`config.mk`:
```
export PLATFORM = sky130hd
export DESIGN_NAME = utf8_sentence_splitter_unit
export DESIGN_NICKNAME = d
export VERILOG_FILES = /design/src/rtl/core/uss_pkg.sv /design/src/rtl/core/utf8_sentence_splitter_unit.sv /design/src/rtl/core/uss_datapath.sv /design/src/rtl/core/uss_ctrl.sv
export VERILOG_INCLUDE_DIRS = /design/src /design/src/rtl/core
export SDC_FILE = /design/constraint.sdc
export NUM_CORES = 1
export LEC_CHECK = 0
export BUFFER_PORTS_ARGS = -buffer_cell sky130_fd_sc_hd__buf_4
export CAP_MARGIN = 20
export CORE_MARGIN = 5
export CORE_UTILIZATION = 53
export CTS_BUF_LIST = sky130_fd_sc_hd__clkbuf_8
export CTS_CLUSTER_SIZE = 20
export DETAILED_ROUTE_END_ITERATION = 12
export GPL_ROUTABILITY_DRIVEN = 0
export PLACE_DENSITY = 0.69
export SYNTH_ARGS = -nofsm -noshare
export SYNTH_HDL_FRONTEND = slang
export SYNTH_HIERARCHICAL = 1
export SYNTH_SLANG_ARGS = --single-unit
```
`constraint.sdc`:
```
create_clock -name clk -period 7.7 [get_ports clk]
set_input_delay 0.77 -clock clk [delete_from_list [all_inputs] [get_ports clk]]
set_output_delay 0.77 -clock clk [all_outputs]
set_load 0.01 [all_outputs]
```
`src/rtl/core/utf8_sentence_splitter_unit_assert.svh`:
```
// Assertion macros for the sentence splitter.
`ifndef UTF8_SENTENCE_SPLITTER_UNIT_ASSERT_SVH
`define UTF8_SENTENCE_SPLITTER_UNIT_ASSERT_SVH

`ifndef SYNTHESIS

`define USS_ASSERT_NOW(label, ante, cons) \
  label: assert property (@(posedge clk) disable iff (!rst_n) (ante) |-> (cons)) \
    else $error("assertion failed");

`define USS_ASSERT_NEXT(label, ante, cons) \
  label: assert property (@(posedge clk) disable iff (!rst_n) (ante) |=> (cons)) \
    else $error("assertion failed");

`else

`define USS_ASSERT_NOW(label, ante, cons)

`define USS_ASSERT_NEXT(label, ante, cons)

`endif

`endif

```
`src/rtl/core/uss_pkg.sv`:
```
package uss_pkg;

  localparam int SPACE_QUEUE_DEPTH_DEF = 32;

  localparam logic [7:0] CH_CR     = 8'h0D;
  localparam logic [7:0] CH_LF     = 8'h0A;
  localparam logic [7:0] CH_SPACE  = 8'h20;
  localparam logic [7:0] CH_TAB    = 8'h09;
  localparam logic [7:0] CH_DOT    = 8'h2E;
  localparam logic [7:0] CH_BANG   = 8'h21;
  localparam logic [7:0] CH_QUERY  = 8'h3F;
  localparam logic [7:0] ELL_BYTE0 = 8'hE2;
  localparam logic [7:0] ELL_BYTE1 = 8'h80;
  localparam logic [7:0] ELL_BYTE2 = 8'hA6;

  localparam logic KIND_TEXT   = 1'b0;
  localparam logic KIND_MARKER = 1'b1;

  typedef struct packed {
    logic [7:0] data_byte;
    logic       final_byte;
  } in_word_t;

  typedef struct packed {
    logic       item_kind;
    logic [7:0] text_byte;
    logic       space_lost;
    logic       run_end;
  } out_word_t;

  typedef enum logic [1:0] {
    ST_IDLE,
    ST_FLUSH,
    ST_TEXT,
    ST_MARK
  } ctl_state_t;

  typedef enum logic [1:0] {
    OSEL_INPUT,
    OSEL_QUEUE,
    OSEL_HOLD,
    OSEL_MARK
  } out_sel_t;

  typedef struct packed {
    logic     accept;
    logic     take_text;
    logic     take_space;
    logic     clear;
    logic     rd_start;
    logic     rd_next;
    logic     out_load;
    out_sel_t out_sel;
    logic     out_run_end;
  } dp_cmd_t;

  typedef struct packed {
    logic is_txt;
    logic is_crlf;
    logic is_sp;
    logic open;
    logic punct;
    logic cnt_zero;
    logic flush_last;
    logic hold_fin;
    logic out_free;
  } dp_status_t;

endpackage

```
`src/rtl/core/utf8_sentence_splitter_unit.sv`:
```
// UTF-8 sentence splitter.
// Input channel in_valid/in_stall/in_data carries one text byte per word with a
// flag on the last byte of a text. Output channel out_valid/out_stall/out_data
// carries sentence text bytes and end-of-sentence markers; run_end marks the
// last output word caused by one input byte.
// Timing: the output register loads at the edge that takes the input word.
// A byte that causes at most one output word leaves the controller in ST_IDLE, so
// plain text streams at one byte per clock while the receiver does not stall. A
// text byte that releases queued spaces is held; ST_FLUSH sends each space from
// the registered queue read, then ST_TEXT the held byte and, if it closes the
// text, ST_MARK a marker; ST_MARK also follows a final byte sent from ST_IDLE.
// in_stall is high while queued words or a marker are still being sent, and
// whenever the output register holds a word that the receiver stalls.
// Reset: synchronous, active low; empties the space queue (count only, the
// storage is not cleared), closes any sentence and drops the output word.
// No startup sweep is needed.
`include "utf8_sentence_splitter_unit_assert.svh"

module utf8_sentence_splitter_unit #(
  parameter int SPACE_QUEUE_DEPTH = uss_pkg::SPACE_QUEUE_DEPTH_DEF
) (
  input  logic               clk,
  input  logic               rst_n,
  input  logic               in_valid,
  output logic               in_stall,
  input  uss_pkg::in_word_t  in_data,
  output logic               out_valid,
  input  logic               out_stall,
  output uss_pkg::out_word_t out_data
);
  import uss_pkg::*;

  dp_cmd_t    cmd;
  dp_status_t status;
  ctl_state_t state;

  uss_ctrl u_ctrl (
    .clk        (clk),
    .rst_n      (rst_n),
    .in_valid   (in_valid),
    .final_byte (in_data.final_byte),
    .in_stall   (in_stall),
    .status     (status),
    .cmd        (cmd),
    .state      (state)
  );

  uss_datapath #(
    .SPACE_QUEUE_DEPTH (SPACE_QUEUE_DEPTH)
  ) u_datapath (
    .clk       (clk),
    .rst_n     (rst_n),
    .in_data   (in_data),
    .out_stall (out_stall),
    .out_valid (out_valid),
    .out_data  (out_data),
    .cmd       (cmd),
    .status    (status)
  );

  `USS_ASSERT_NOW(a_no_take_when_blocked, in_valid && !in_stall, !out_valid || !out_stall)
  `USS_ASSERT_NOW(a_busy_stalls_input, state != ST_IDLE, in_stall)
  `USS_ASSERT_NOW(a_marker_clean, out_valid && out_data.item_kind == KIND_MARKER,
                  out_data.text_byte == 8'h00 && !out_data.space_lost && out_data.run_end)
  `USS_ASSERT_NEXT(a_flush_emits, state == ST_FLUSH && status.out_free, out_valid)

endmodule

```
`src/rtl/core/uss_datapath.sv`:
```
module uss_datapath #(
  parameter int SPACE_QUEUE_DEPTH = uss_pkg::SPACE_QUEUE_DEPTH_DEF
) (
  input  logic                clk,
  input  logic                rst_n,
  input  uss_pkg::in_word_t   in_data,
  input  logic                out_stall,
  output logic                out_valid,
  output uss_pkg::out_word_t  out_data,
  input  uss_pkg::dp_cmd_t    cmd,
  output uss_pkg::dp_status_t status
);
  import uss_pkg::*;

  localparam int CNT_W = $clog2(SPACE_QUEUE_DEPTH + 1);
  localparam int IDX_W = (SPACE_QUEUE_DEPTH > 1) ? $clog2(SPACE_QUEUE_DEPTH) : 1;
  localparam logic [CNT_W-1:0] DEPTH_C = CNT_W'(SPACE_QUEUE_DEPTH);

  logic [7:0]       mem [SPACE_QUEUE_DEPTH];

  logic [CNT_W-1:0] cnt_r, cnt_nxt;
  logic             open_r, open_nxt;
  logic             punct_r, punct_nxt;
  logic [7:0]       p1_r, p1_nxt;
  logic [7:0]       p2_r, p2_nxt;
  logic [1:0]       bsc_r, bsc_nxt;
  logic             ovf_r, ovf_nxt;
  logic [7:0]       hold_byte_r, hold_byte_nxt;
  logic             hold_lost_r, hold_lost_nxt;
  logic             hold_fin_r, hold_fin_nxt;
  logic [CNT_W-1:0] flen_r, flen_nxt;
  logic [IDX_W-1:0] idx_r, idx_nxt;
  logic [7:0]       rd_data_r;
  logic             out_valid_r, out_valid_nxt;
  out_word_t        out_data_r, out_data_nxt;

  logic [7:0]       b;
  logic             room;
  logic             wr_en;
  logic             rd_en;
  logic             ell;
  logic             is_punct;

  assign b        = in_data.data_byte;
  assign room     = cnt_r < DEPTH_C;
  assign wr_en    = cmd.take_space && room;
  assign rd_en    = cmd.rd_start || cmd.rd_next;
  assign ell      = (bsc_r >= 2'd2) && (p2_r == ELL_BYTE0) && (p1_r == ELL_BYTE1) &&
                    (b == ELL_BYTE2);
  assign is_punct = (b == CH_DOT) || (b == CH_BANG) || (b == CH_QUERY) || ell;

  always_comb begin
    status.is_crlf    = (b == CH_CR) || (b == CH_LF);
    status.is_sp      = (b == CH_SPACE) || (b == CH_TAB);
    status.is_txt     = !status.is_crlf && !status.is_sp;
    status.open       = open_r;
    status.punct      = punct_r;
    status.cnt_zero   = (cnt_r == '0);
    status.flush_last = ((CNT_W'(idx_r) + CNT_W'(1)) == flen_r);
    status.hold_fin   = hold_fin_r;
    status.out_free   = !out_valid_r || !out_stall;
  end

  always_comb begin
    cnt_nxt       = cnt_r;
    open_nxt      = open_r;
    punct_nxt     = punct_r;
    p1_nxt        = p1_r;
    p2_nxt        = p2_r;
    bsc_nxt       = bsc_r;
    ovf_nxt       = ovf_r;
    hold_byte_nxt = hold_byte_r;
    hold_lost_nxt = hold_lost_r;
    hold_fin_nxt  = hold_fin_r;
    flen_nxt      = flen_r;
    idx_nxt       = idx_r;

    if (cmd.take_text || cmd.take_space) begin
      punct_nxt = is_punct;
      p2_nxt    = p1_r;
      p1_nxt    = b;
      bsc_nxt   = (bsc_r == 2'd3) ? bsc_r : bsc_r + 2'd1;
    end
    if (cmd.take_text) begin
      cnt_nxt  = '0;
      ovf_nxt  = 1'b0;
      open_nxt = 1'b1;
    end
    if (cmd.take_space) begin
      if (room) begin
        cnt_nxt = cnt_r + CNT_W'(1);
      end else begin
        ovf_nxt = 1'b1;
      end
    end
    if (cmd.clear) begin
      cnt_nxt   = '0;
      open_nxt  = 1'b0;
      punct_nxt = 1'b0;
      p1_nxt    = '0;
      p2_nxt    = '0;
      bsc_nxt   = '0;
      ovf_nxt   = 1'b0;
    end

    if (cmd.accept) begin
      hold_byte_nxt = b;
      hold_lost_nxt = ovf_r;
      hold_fin_nxt  = in_data.final_byte;
      flen_nxt      = cnt_r;
    end

    if (cmd.rd_start) begin
      idx_nxt = '0;
    end else if (cmd.rd_next) begin
      idx_nxt = idx_r + IDX_W'(1);
    end
  end

  always_comb begin
    out_valid_nxt = cmd.out_load || (out_valid_r && out_stall);
    out_data_nxt  = out_data_r;
    if (cmd.out_load) begin
      out_data_nxt.run_end = cmd.out_run_end;
      case (cmd.out_sel)
        OSEL_INPUT: begin
          out_data_nxt.item_kind  = KIND_TEXT;
          out_data_nxt.text_byte  = b;
          out_data_nxt.space_lost = ovf_r;
        end
        OSEL_QUEUE: begin
          out_data_nxt.item_kind  = KIND_TEXT;
          out_data_nxt.text_byte  = rd_data_r;
          out_data_nxt.space_lost = hold_lost_r;
        end
        OSEL_HOLD: begin
          out_data_nxt.item_kind  = KIND_TEXT;
          out_data_nxt.text_byte  = hold_byte_r;
          out_data_nxt.space_lost = hold_lost_r;
        end
        default: begin
          out_data_nxt.item_kind  = KIND_MARKER;
          out_data_nxt.text_byte  = '0;
          out_data_nxt.space_lost = 1'b0;
        end
      endcase
    end
  end

  always_ff @(posedge clk) begin
    if (wr_en) begin
      mem[cnt_r[IDX_W-1:0]] <= b;
    end
    if (rd_en) begin
      rd_data_r <= mem[idx_nxt];
    end
  end

  always_ff @(posedge clk) begin
    if (!rst_n) begin
      cnt_r       <= '0;
      open_r      <= 1'b0;
      punct_r     <= 1'b0;
      p1_r        <= '0;
      p2_r        <= '0;
      bsc_r       <= '0;
      ovf_r       <= 1'b0;
      out_valid_r <= 1'b0;
    end else begin
      cnt_r       <= cnt_nxt;
      open_r      <= open_nxt;
      punct_r     <= punct_nxt;
      p1_r        <= p1_nxt;
      p2_r        <= p2_nxt;
      bsc_r       <= bsc_nxt;
      ovf_r       <= ovf_nxt;
      out_valid_r <= out_valid_nxt;
    end
  end

  always_ff @(posedge clk) begin
    hold_byte_r <= hold_byte_nxt;
    hold_lost_r <= hold_lost_nxt;
    hold_fin_r  <= hold_fin_nxt;
    flen_r      <= flen_nxt;
    idx_r       <= idx_nxt;
    out_data_r  <= out_data_nxt;
  end

  assign out_valid = out_valid_r;
  assign out_data  = out_data_r;

endmodule

```
`src/rtl/core/uss_ctrl.sv`:
```
module uss_ctrl (
  input  logic                clk,
  input  logic                rst_n,
  input  logic                in_valid,
  input  logic                final_byte,
  output logic                in_stall,
  input  uss_pkg::dp_status_t status,
  output uss_pkg::dp_cmd_t    cmd,
  output uss_pkg::ctl_state_t state
);
  import uss_pkg::*;

  ctl_state_t state_r, state_nxt;
  logic       acc;

  assign in_stall = !((state_r == ST_IDLE) && status.out_free);
  assign acc      = in_valid && !in_stall;
  assign state    = state_r;

  always_comb begin
    state_nxt       = state_r;
    cmd             = '0;
    cmd.out_sel     = OSEL_MARK;
    case (state_r)
      ST_IDLE: begin
        if (acc) begin
          cmd.accept = 1'b1;
          if (status.is_txt) begin
            cmd.take_text = 1'b1;
            cmd.clear     = final_byte;
            if (status.cnt_zero) begin
              cmd.out_load    = 1'b1;
              cmd.out_sel     = OSEL_INPUT;
              cmd.out_run_end = !final_byte;
              state_nxt       = final_byte ? ST_MARK : ST_IDLE;
            end else begin
              cmd.rd_start = 1'b1;
              state_nxt    = ST_FLUSH;
            end
          end else if (status.is_crlf) begin
            cmd.clear       = 1'b1;
            cmd.out_load    = status.open;
            cmd.out_run_end = 1'b1;
          end else begin
            if (status.open && status.punct) begin
              cmd.clear       = 1'b1;
              cmd.out_load    = 1'b1;
              cmd.out_run_end = 1'b1;
            end else begin
              cmd.take_space  = status.open;
              cmd.clear       = final_byte;
              cmd.out_load    = status.open && final_byte;
              cmd.out_run_end = 1'b1;
            end
          end
        end
      end
      ST_FLUSH: begin
        if (status.out_free) begin
          cmd.out_load = 1'b1;
          cmd.out_sel  = OSEL_QUEUE;
          if (status.flush_last) begin
            state_nxt = ST_TEXT;
          end else begin
            cmd.rd_next = 1'b1;
          end
        end
      end
      ST_TEXT: begin
        if (status.out_free) begin
          cmd.out_load    = 1'b1;
          cmd.out_sel     = OSEL_HOLD;
          cmd.out_run_end = !status.hold_fin;
          state_nxt       = status.hold_fin ? ST_MARK : ST_IDLE;
        end
      end
      ST_MARK: begin
        if (status.out_free) begin
          cmd.out_load    = 1'b1;
          cmd.out_run_end = 1'b1;
          state_nxt       = ST_IDLE;
        end
      end
      default: begin
        state_nxt = ST_IDLE;
      end
    endcase
  end

  always_ff @(posedge clk) begin
    if (!rst_n) begin
      state_r <= ST_IDLE;
    end else begin
      state_r <= state_nxt;
    end
  end

endmodule
```
==> results.cfg, run 1 <==
[timing]
setup-tns-final_ns = 0
clock_skew_ns = 0.03157
fin_ws_ns = 2.244
drv_slew = 0
max_freq_mhz = 183.3
period_share_pct = 70.86
finalCriticalPeriod_ns = 5.456
max_slew_margin_pct = 19.08
rsz0062_at_grt = false
hold_viol_final = 0
tightest_slew_ns = 1.195
setup_viol = 0

[place]
io_buffer_count = 25
dp_hpwl_mm = 22.98
post-place-ws_ns = 2.406

[grt]
grt_usage_pct = 24.09
busiest_layer = met2
gr-usage-met1_pct = 32.35
grt_pass1_vias = 10190
grt_pass1_wl_mm = 58.31
globalRouteMet2Util_pct = 39.38
antenna_found_initial = 1
grtUsageMet3_pct = 5.426
grt_max_degree = 74
grt_overflow = 0

[logic_synthesis]
ys_warn_count = 6
synth_area_per_cell_um2 = 12.06
synth_cell_types = 80
async_flop_share_pct = 0
ys_ff_latch = 326
synthesis.nets = 1262
syn-cell-area_um2 = 14980
synthCells = 1242
seq_area_frac_synth_pct = 63.01
synth_edf_count = 291
synth-main-ff-cell = edfxtp_1

[layout]
layout-area-overhead-vs-synth_pct = 8.185
final_common_cell = edfxtp_1
final_cell_mix = 291 x edfxtp_1, 140 x nand2_1, 107 x nor2_1
nets = 1264
multi_input_comb_area_um2 = 4947
fin_util_pct = 58.17
regArea_um2 = 9443
fill_cells = 2256
n_antenna_cell = 0
drive_above_1_share_pct = 11.19

[clocking]
cts_sinks = 326
cts_tree = yes
hold_buffers = 0
htree_num_levels = 2
cts_buffer_depth = 3
cts_buffers = 53
post-cts-setup-buffers = 0
ctsResizeCount = 0
clk_pin_slew_ns = 0.07
cts-root-buf = clkbuf_8
clk_latency_ns = 0.59

[detailed_routing]
wl_per_cell_um = 23.05
viasPerCell = 6.321
postRouteAntennaNets = 0
first_pass_iters = 8
drt_iter0_drc = 1346
finalWirelength_mm = 38.39
vias = 10520
drc = 0

[floorplan]
rows = 61
die_y_um = 178.1
initial_core_util_pct = 53.77
dieArea_um2 = 31730
die_width_um = 178.1
pin_count = 26
coreArea_um2 = 27860

[critical_path]
crit_path_end_kind = register
cp.arrival_ns = 5.76
worstPathRequired_ns = 8.00
ff2ff_path_depth = 15
crit_type = register to register
cp-start-kind = register
critPathMaxFanout = 73

[pwr]
power_density_nw_per_um2 = 350.9
ir_worst_vdd_mv = 0.2090
p_leak_nw = 5.422
finalPower_mw = 5.687

[worst_hold_path]
hold_path_class = input port to register
holdPathStages = 1

[status]
outcome = complete, no violations

[flow_run]
drv_cap = 0
==> logic make-up after synthesis <==
group | synth area share (%)
AO/OA/AOI/OAI | 14.44
XOR/XNOR | 0.8187
adder cells (fa/ha/maj) | 0.5847
buffers and inverters | 4.009
flip-flops | 63.01
multiplexers | 3.458
AND/OR/NAND/NOR | 13.67
==> through the flow <==
step | cells | hold WS (ns) | area (µm²)
floorplan | 1242 | 0.4064 | 14980
global placement | 1566 | 0.4394 | 15240
detailed placement | 1567 | 0.4428 | 15250
CTS | 1665 | 0.3610 | 16210
global route | 1665 | 0.3770 | 16210
finish | 1665 | 0.3944 | 16210
==> registers in the layout, summed over array words and instances (netlist names), 5 cells and up <==
register,cells
u_datapath/idx_r,5
u_datapath/cnt_r,6
u_datapath/out_data,11
u_datapath/rd_data_r,8
u_datapath/mem,256
u_datapath/flen_r,6
u_datapath/p1_r,8
u_datapath/p2_r,8
u_datapath/hold_byte_r,8
==> routing by layer <==
metal,wire [µm],part of all wire [%],vias to the layer above
met4,1090,2.8,2
li1,-,-,4733
met1,15470,40,5176
met5,13,0.034,-
met3,3503,9.1,85
met2,18310,48,528
==> power breakdown <==
part           total, mW  switching (mW)  internal, mW  leakage (nW)
registers           2.14           0.101          2.04          2.92
logic               2.20            1.45         0.751          1.91
clock network       1.34           0.659         0.682         0.590
total               5.69            2.21          3.47          5.42
==> area by class of cell <==
cell class | instances | share of cell area, %
Sequential cell | 326 | 58.27
Multi-Input combinational cell | 801 | 30.53
Clock buffer | 57 | 4.841
Tap cell | 378 | 2.918
Timing Repair Buffer | 38 | 1.776
Clock inverter | 41 | 1.050
Inverter | 24 | 0.6177
==> Yosys cell counts (8+ instances only) <==
cell	count	area share [%]
clkbuf_1	30	0.75
edfxtp_1	291	58
a31oi_1	12	0.50
nand4_1	14	0.58
a211oi_1	14	0.70
o221ai_1	8	0.47
buf_6	9	0.68
o211ai_1	50	2.5
nor2_1	108	2.7
nand2b_1	16	0.67
nand2_1	140	3.5
mux2i_1	36	2.4
nor2b_1	27	1.1
buf_2	36	1.2
o21bai_1	13	0.65
nand3_1	51	1.7
a32oi_1	20	1.2
nor3_1	21	0.70
o21ai_0	73	2.4
a21oi_1	51	1.7
buf_4	8	0.40
inv_1	18	0.45
o22ai_1	19	0.79
dfxtp_1	35	4.7
==> critical path, cell delays in order, from the launching register on <==
cell and delay (ns):
dfxtp_1 0.31, buf_4 0.43, ha_1 0.52, nor2b_1 0.09, o21ai_0 0.16, o21ai_0 0.10, o21ai_0 0.20, nor4_1 0.13
nor3b_2 0.17, buf_4 0.69, or2_1 0.72, nand3_4 0.37, inv_4 0.41, mux4_2 0.37, a21oi_1 0.27, a32oi_1 0.14
==> final timing paths <==
path | from | endpoint | slack (ns)
worst min-delay path | in_data[0] | u_datapath/hold_fin_r | 0.39
worst max-delay path | u_datapath/idx_r[1] | u_datapath/rd_data_r[3] | 2.24
worst max register to register | u_datapath/idx_r[1] | u_datapath/rd_data_r[3] | 2.24
worst min register to register | u_datapath/p2_r[6] | u_datapath/p2_r[6] | 0.45
Note: power is estimated with default switching activity, not from simulation.
==> run 2, diff against run 1 <==
--- a/config.mk
+++ b/config.mk
@@ -14,7 +14,7 @@
 export CTS_CLUSTER_SIZE = 20
 export DETAILED_ROUTE_END_ITERATION = 12
 export GPL_ROUTABILITY_DRIVEN = 0
-export PLACE_DENSITY = 0.69
+export PLACE_DENSITY = 0.72
 export SYNTH_ARGS = -nofsm -noshare
 export SYNTH_HDL_FRONTEND = slang
 export SYNTH_HIERARCHICAL = 1
==> constraint.sdc (replaced) <==
create_clock -name clk -period 4.5 [get_ports clk]
set_input_delay 0.45 -clock clk [delete_from_list [all_inputs] [get_ports clk]]
set_output_delay 0.45 -clock clk [all_outputs]
set_load 0.01 [all_outputs]
==> run 2 against run 1 <==
Effect of this change:
- register-to-register slack lost 1.9 ns
- utilization rose by 1.6 points
- combinational power rose by 79%
- largest cell class unchanged
==> results.cfg, run 2 (same netlist as run 1, synthesis figures left out) <==
[status]
outcome = complete, no violations

[floorplan]
coreArea_um2 = 27860
die_y_um = 178.1
die_width_um = 178.1
dieArea_um2 = 31730
rows = 61
pin_count = 26
initial_core_util_pct = 53.77

[worst_hold_path]
hold_path_class = input port to register
holdPathStages = 1
min_from = in_data[0]

[place]
io_buffer_count = 25
dp_hpwl_mm = 24.99
place_area_um2 = 15680

[pwr]
p_comb_share_pct = 39.9
ir_worst_vdd_mv = 0.3828
p_sw_mw = 3.812
power_density_nw_per_um2 = 592.2
finalPower_mw = 9.853
p_leak_nw = 5.686
internal-power_mw = 6.041
clkPwrFrac_pct = 23.6
seqPwrFrac_pct = 36.6
power_switching_share_pct = 38.69

[detailed_routing]
finalWirelength_mm = 39.48
wl_per_cell_um = 22.97
vias = 10750
viasPerCell = 6.252
drc = 0
postRouteAntennaNets = 0
drt_iter0_drc = 1298
first_pass_iters = 5

[clocking]
cts_sinks = 326
cts_tree = yes
cts_buffers = 53
clk_latency_ns = 0.60
cts_buffer_depth = 3
clk_pin_slew_ns = 0.06
htree_num_levels = 2
cts-root-buf = clkbuf_8
hold_buffers = 0
post-cts-setup-buffers = 0

[grt]
grt_max_degree = 71
grt_overflow = 0
grt_pass1_vias = 10240
antenna_found_initial = 0
grt_pass1_wl_mm = 60.31
grt_usage_pct = 24.82

[layout]
drive_above_1_share_pct = 15.36
n_antenna_cell = 0
fin_util_pct = 59.73
largest_reg_flops = 256
layout-area-overhead-vs-synth_pct = 11.08
final_area_um2 = 16640
final_cell_mix = 291 x edfxtp_1, 140 x nand2_1, 108 x nor2_1
nets = 1322
fill_cells = 2227
final_common_cell = edfxtp_1

[timing]
tightest_slew_ns = 1.037
drv_slew = 0
finalCriticalPeriod_ns = 4.136
worst_hold_slack_ns = 0.08593
setup-tns-final_ns = 0
hold_viol_final = 0
period_share_pct = 91.90
setup_viol = 0
clock_skew_ns = 0.03425
rsz0062_at_grt = false
max_freq_mhz = 241.8
max_slew_margin_pct = 30.88

[critical_path]
crit_start = u_datapath/idx_r[1]
critPathMaxFanout = 35
r2r_start = u_datapath/idx_r[1]
crit_type = register to register
cp-start-kind = register
cp.arrival_ns = 4.45
worstPathRequired_ns = 4.81
ff2ff_path_depth = 15
crit_path_end_kind = register

[flow_run]
drv_cap = 0
## run 2: cell types whose count changed in the layout (fill, tap and decap cells not counted), sizes merged
cell,delta
inv,-8
clkdlybuf4s18,-1
clkinv,+1
clkinvlp,+2
clkbuf,+1
buf,+59
## run 2: per-layer routing
metal  global-route usage, %  wire, µm
met5                       0         0
met4                   7.831      1156
met3                   4.515      3419
met2                   40.44     19070
met1                   34.15     15830
## run 2: final timing paths
path	to	slack [ns]
max	u_datapath/rd_data_r[1]	0.36
min	u_datapath/hold_fin_r	0.09
max reg2reg	u_datapath/rd_data_r[1]	0.36
min reg2reg	u_datapath/p2_r[1]	0.45
## run 2: timing repair
action,4_1_cts,5_1_grt
endpoints found under the setup margin,0,8
resized for setup,0,1
endpoints found under the hold margin,0,0
## run 2: per-stage QoR
step	setup slack, ns	instances
5_1_grt	0.05882	1719
6_report	0.3644	1719
4_1_cts	0.2498	1719
2_1_floorplan	0.9434	1242
3_5_place_dp	0.3180	1625
3_3_place_gp	0.4221	1625
## run 2: power by group through the flow
stage / Sequential [mW] / Combinational (mW) / Clock, mW
after floorplan: 3.62 / 2.81 / 0
after global placement: 3.66 / 3.77 / 0
after detailed placement: 3.66 / 3.84 / 0
after CTS: 3.60 / 3.86 / 2.36
after global routing: 3.61 / 4.23 / 2.50
final: 3.60 / 3.93 / 2.32
## run 2: area by class of cell
cell class / instances / area (µm²) / share of cell area [%]
multi-input combinational: 801 / 4947 / 29.73
sequential: 326 / 9443 / 56.75
inverter: 24 / 100.1 / 0.6016
tap: 378 / 473.0 / 2.843
clock inverter: 36 / 156.4 / 0.9400
timing repair buffer: 96 / 720.7 / 4.331
clock buffer: 58 / 798.3 / 4.798
## run 2: worst max-delay path, cell delays in order, from the launching register on
cell	delay [ns]
dfxtp_1	0.39
ha_2	0.34
nor3b_1	0.21
o21ai_0	0.10
o21ai_0	0.10
o21ai_0	0.12
nor4_1	0.24
buf_4	0.19
nor3b_2	0.04
buf_4	0.23
inv_2	0.55
o21ai_0	0.21
a22o_1	0.22
o311ai_0	0.57
buf_4	0.25
a32oi_1	0.06
==> run 3, diff against run 2 <==
--- a/config.mk
+++ b/config.mk
@@ -10,10 +10,10 @@
 export CAP_MARGIN = 20
 export CORE_MARGIN = 5
 export CORE_UTILIZATION = 53
-export CTS_BUF_LIST = sky130_fd_sc_hd__clkbuf_8
 export CTS_CLUSTER_SIZE = 20
 export DETAILED_ROUTE_END_ITERATION = 12
 export GPL_ROUTABILITY_DRIVEN = 0
+export GPL_TIMING_DRIVEN = 0
 export PLACE_DENSITY = 0.72
 export SYNTH_ARGS = -nofsm -noshare
 export SYNTH_HDL_FRONTEND = slang
==> run 3 against run 2 <==
Effect of this change:
- first-iteration DRC count is 15% higher
- sequential share of layout area is 1.0 points lower
- final cell count is 0.58% lower
- clock skew is 0.026 ns lower
- critical path depth is 1 higher
- register-to-register slack worse by 0.23 ns
- worst setup slack worse by 0.23 ns
- sequential cell count stayed put
- highest routed layer unchanged
==> results.cfg, run 3 (same netlist as run 1, synthesis figures left out) <==
[status]
outcome = complete, no violations

[clocking]
cts_buffer_depth = 3
hold_buffers = 0
clk_latency_ns = 0.51
cts_tree = yes
cts-root-buf = clkbuf_16
clk_pin_slew_ns = 0.06
cts_buffers = 35
htree_num_levels = 2
cts_sinks = 326

[floorplan]
pin_count = 26
die_width_um = 178.1
die_y_um = 178.1
coreArea_um2 = 27860
dieArea_um2 = 31730
rows = 61
initial_core_util_pct = 53.77

[grt]
grt_pass1_wl_mm = 61.56
grt_max_degree = 42
grt_pass1_vias = 10250
grt_usage_pct = 25.48
grt_overflow = 0
antenna_found_initial = 0

[critical_path]
r2r-end = u_datapath/rd_data_r[1]
r2r_slack_ns = 0.13
critPathMaxFanout = 10
crit_chain = buf_4, buf_4, nand3_1, xor2_1, nor2_1, a211oi_1, a41oi_1, nor4_4, nor3b_1, buf_6, buf_2, buf_2, o21ai_0, a22o_1, o311ai_1, a32oi_1
crit_end = u_datapath/rd_data_r[1]
slowest_stage = o311ai_1
worstPathRequired_ns = 4.72
crit_path_end_kind = register
ff2ff_path_depth = 16
crit_start = u_datapath/idx_r[1]
r2r_start = u_datapath/idx_r[1]
crit_type = register to register
max_stage_delay_ns = 0.61
cp.arrival_ns = 4.58
cp-start-kind = register

[timing]
max_slew_margin_pct = 41.95
drv_slew = 0
hold_viol_final = 0
clock_skew_ns = 0.008381
rsz0062_at_grt = true
tightest_slew_ns = 0.8688
period_share_pct = 97.04
max_freq_mhz = 229.0
finalCriticalPeriod_ns = 4.367
setup_viol = 0

[detailed_routing]
drc = 0
first_pass_iters = 5
postRouteAntennaNets = 0
top_layer = met4
finalWirelength_mm = 40.93
wl_per_cell_um = 23.95
wl_met3_mm = 4.330
viasPerCell = 6.466
vias = 11050
drt_iter0_drc = 1490
wl_met1_mm = 16.16
wl_met2_mm = 19.39

[layout]
layout-area-overhead-vs-synth_pct = 13.07
fill_cells = 2157
final_common_cell = edfxtp_1
final_cell_mix = 291 x edfxtp_1, 140 x nand2_1, 97 x nor2_1
largest_reg_flops = 256
n_antenna_cell = 0
nets = 1327
drive_above_1_share_pct = 15.03
fin_util_pct = 60.80

[worst_hold_path]
hold_path_class = input port to register

[place]
dp_hpwl_mm = 26.86
io_buffer_count = 25

[pwr]
p_leak_nw = 5.684
power_density_nw_per_um2 = 648.0
ir_worst_vdd_mv = 0.3883
finalPower_mw = 10.98

[flow_run]
drv_cap = 0
run 3: cell types whose count changed in the layout (fill, tap and decap cells not counted), moves of 9 or more:
cell and change:
buf_2 +36, buf_4 -61, buf_6 +9, clkbuf_1 +30, clkbuf_16 +37, clkbuf_8 -58, inv_1 -20, nor2_1 -11
nor2_2 +10
run 3: area by class of cell:
class	count	area (µm²)	share of cell area [%]
well taps	378	473.0	2.792
plain buffers	91	516.7	3.051
clock buffers	44	952.2	5.622
multi-input cells	801	5030	29.70
clock inverters	17	203.9	1.204
repair buffers	28	222.7	1.315
inverters	24	100.1	0.5910
flip-flops and latches	326	9439	55.73
run 3: worst min-delay path by stage:
stage,endpoint,depth (start not counted),from
2_1_floorplan,u_datapath/flen_r[2],0,u_datapath/cnt_r[2]
3_3_place_gp,u_datapath/flen_r[4],0,u_datapath/cnt_r[4]
3_5_place_dp,u_datapath/flen_r[4],0,u_datapath/cnt_r[4]
4_1_cts,u_datapath/hold_fin_r,1,in_data[0]
5_1_grt,u_datapath/hold_fin_r,1,in_data[0]
6_report,u_datapath/hold_fin_r,1,in_data[0]
run 3: critical path, delay by kind of cell (launching register included):
kind                      cells  cell delay, ns
DFF                           1            0.46
buffers and inverters         5            1.22
xor gates and xnor gates      1            0.21
and+or+nand+nor               4            0.67
AOI/OAI and AO/OA             6            1.49
run 3: layer usage:
metal	GRT usage, %	up-vias
met5	0	-
met4	6.542	0
met3	4.748	98
met2	40.91	638
met1	36.19	5452
li1	-	4862
run 3: what timing repair did:
action,CTS,global route
pin swaps,0,2
buffers inserted,0,2
setup endpoints to repair,8,265
gates resized for setup,11,31
gates cloned,0,0
run 3: metrics by stage:
| step | TNS [ns] | setup WS, ns | cell area (µm²) | std cells | hold slack, ns |
|---|---|---|---|---|---|
| floorplan | 0 | 0.9434 | 14980 | 1242 | 0.4064 |
| global placement | -68.09 | -0.6051 | 15640 | 1645 | 0.4144 |
| detailed placement | -72.74 | -0.6984 | 15650 | 1646 | 0.4135 |
| CTS | 0 | 0.04318 | 16830 | 1707 | 0.1409 |
| global route | 0 | 0.002685 | 16940 | 1709 | 0.1492 |
| finish | 0 | 0.1331 | 16940 | 1709 | 0.1592 |
run 3: power breakdown:
group          internal, mW  switching, mW
sequential             3.49         0.0619
clock                  1.78           1.11
combinational          1.54           2.99
total                  6.81           4.17
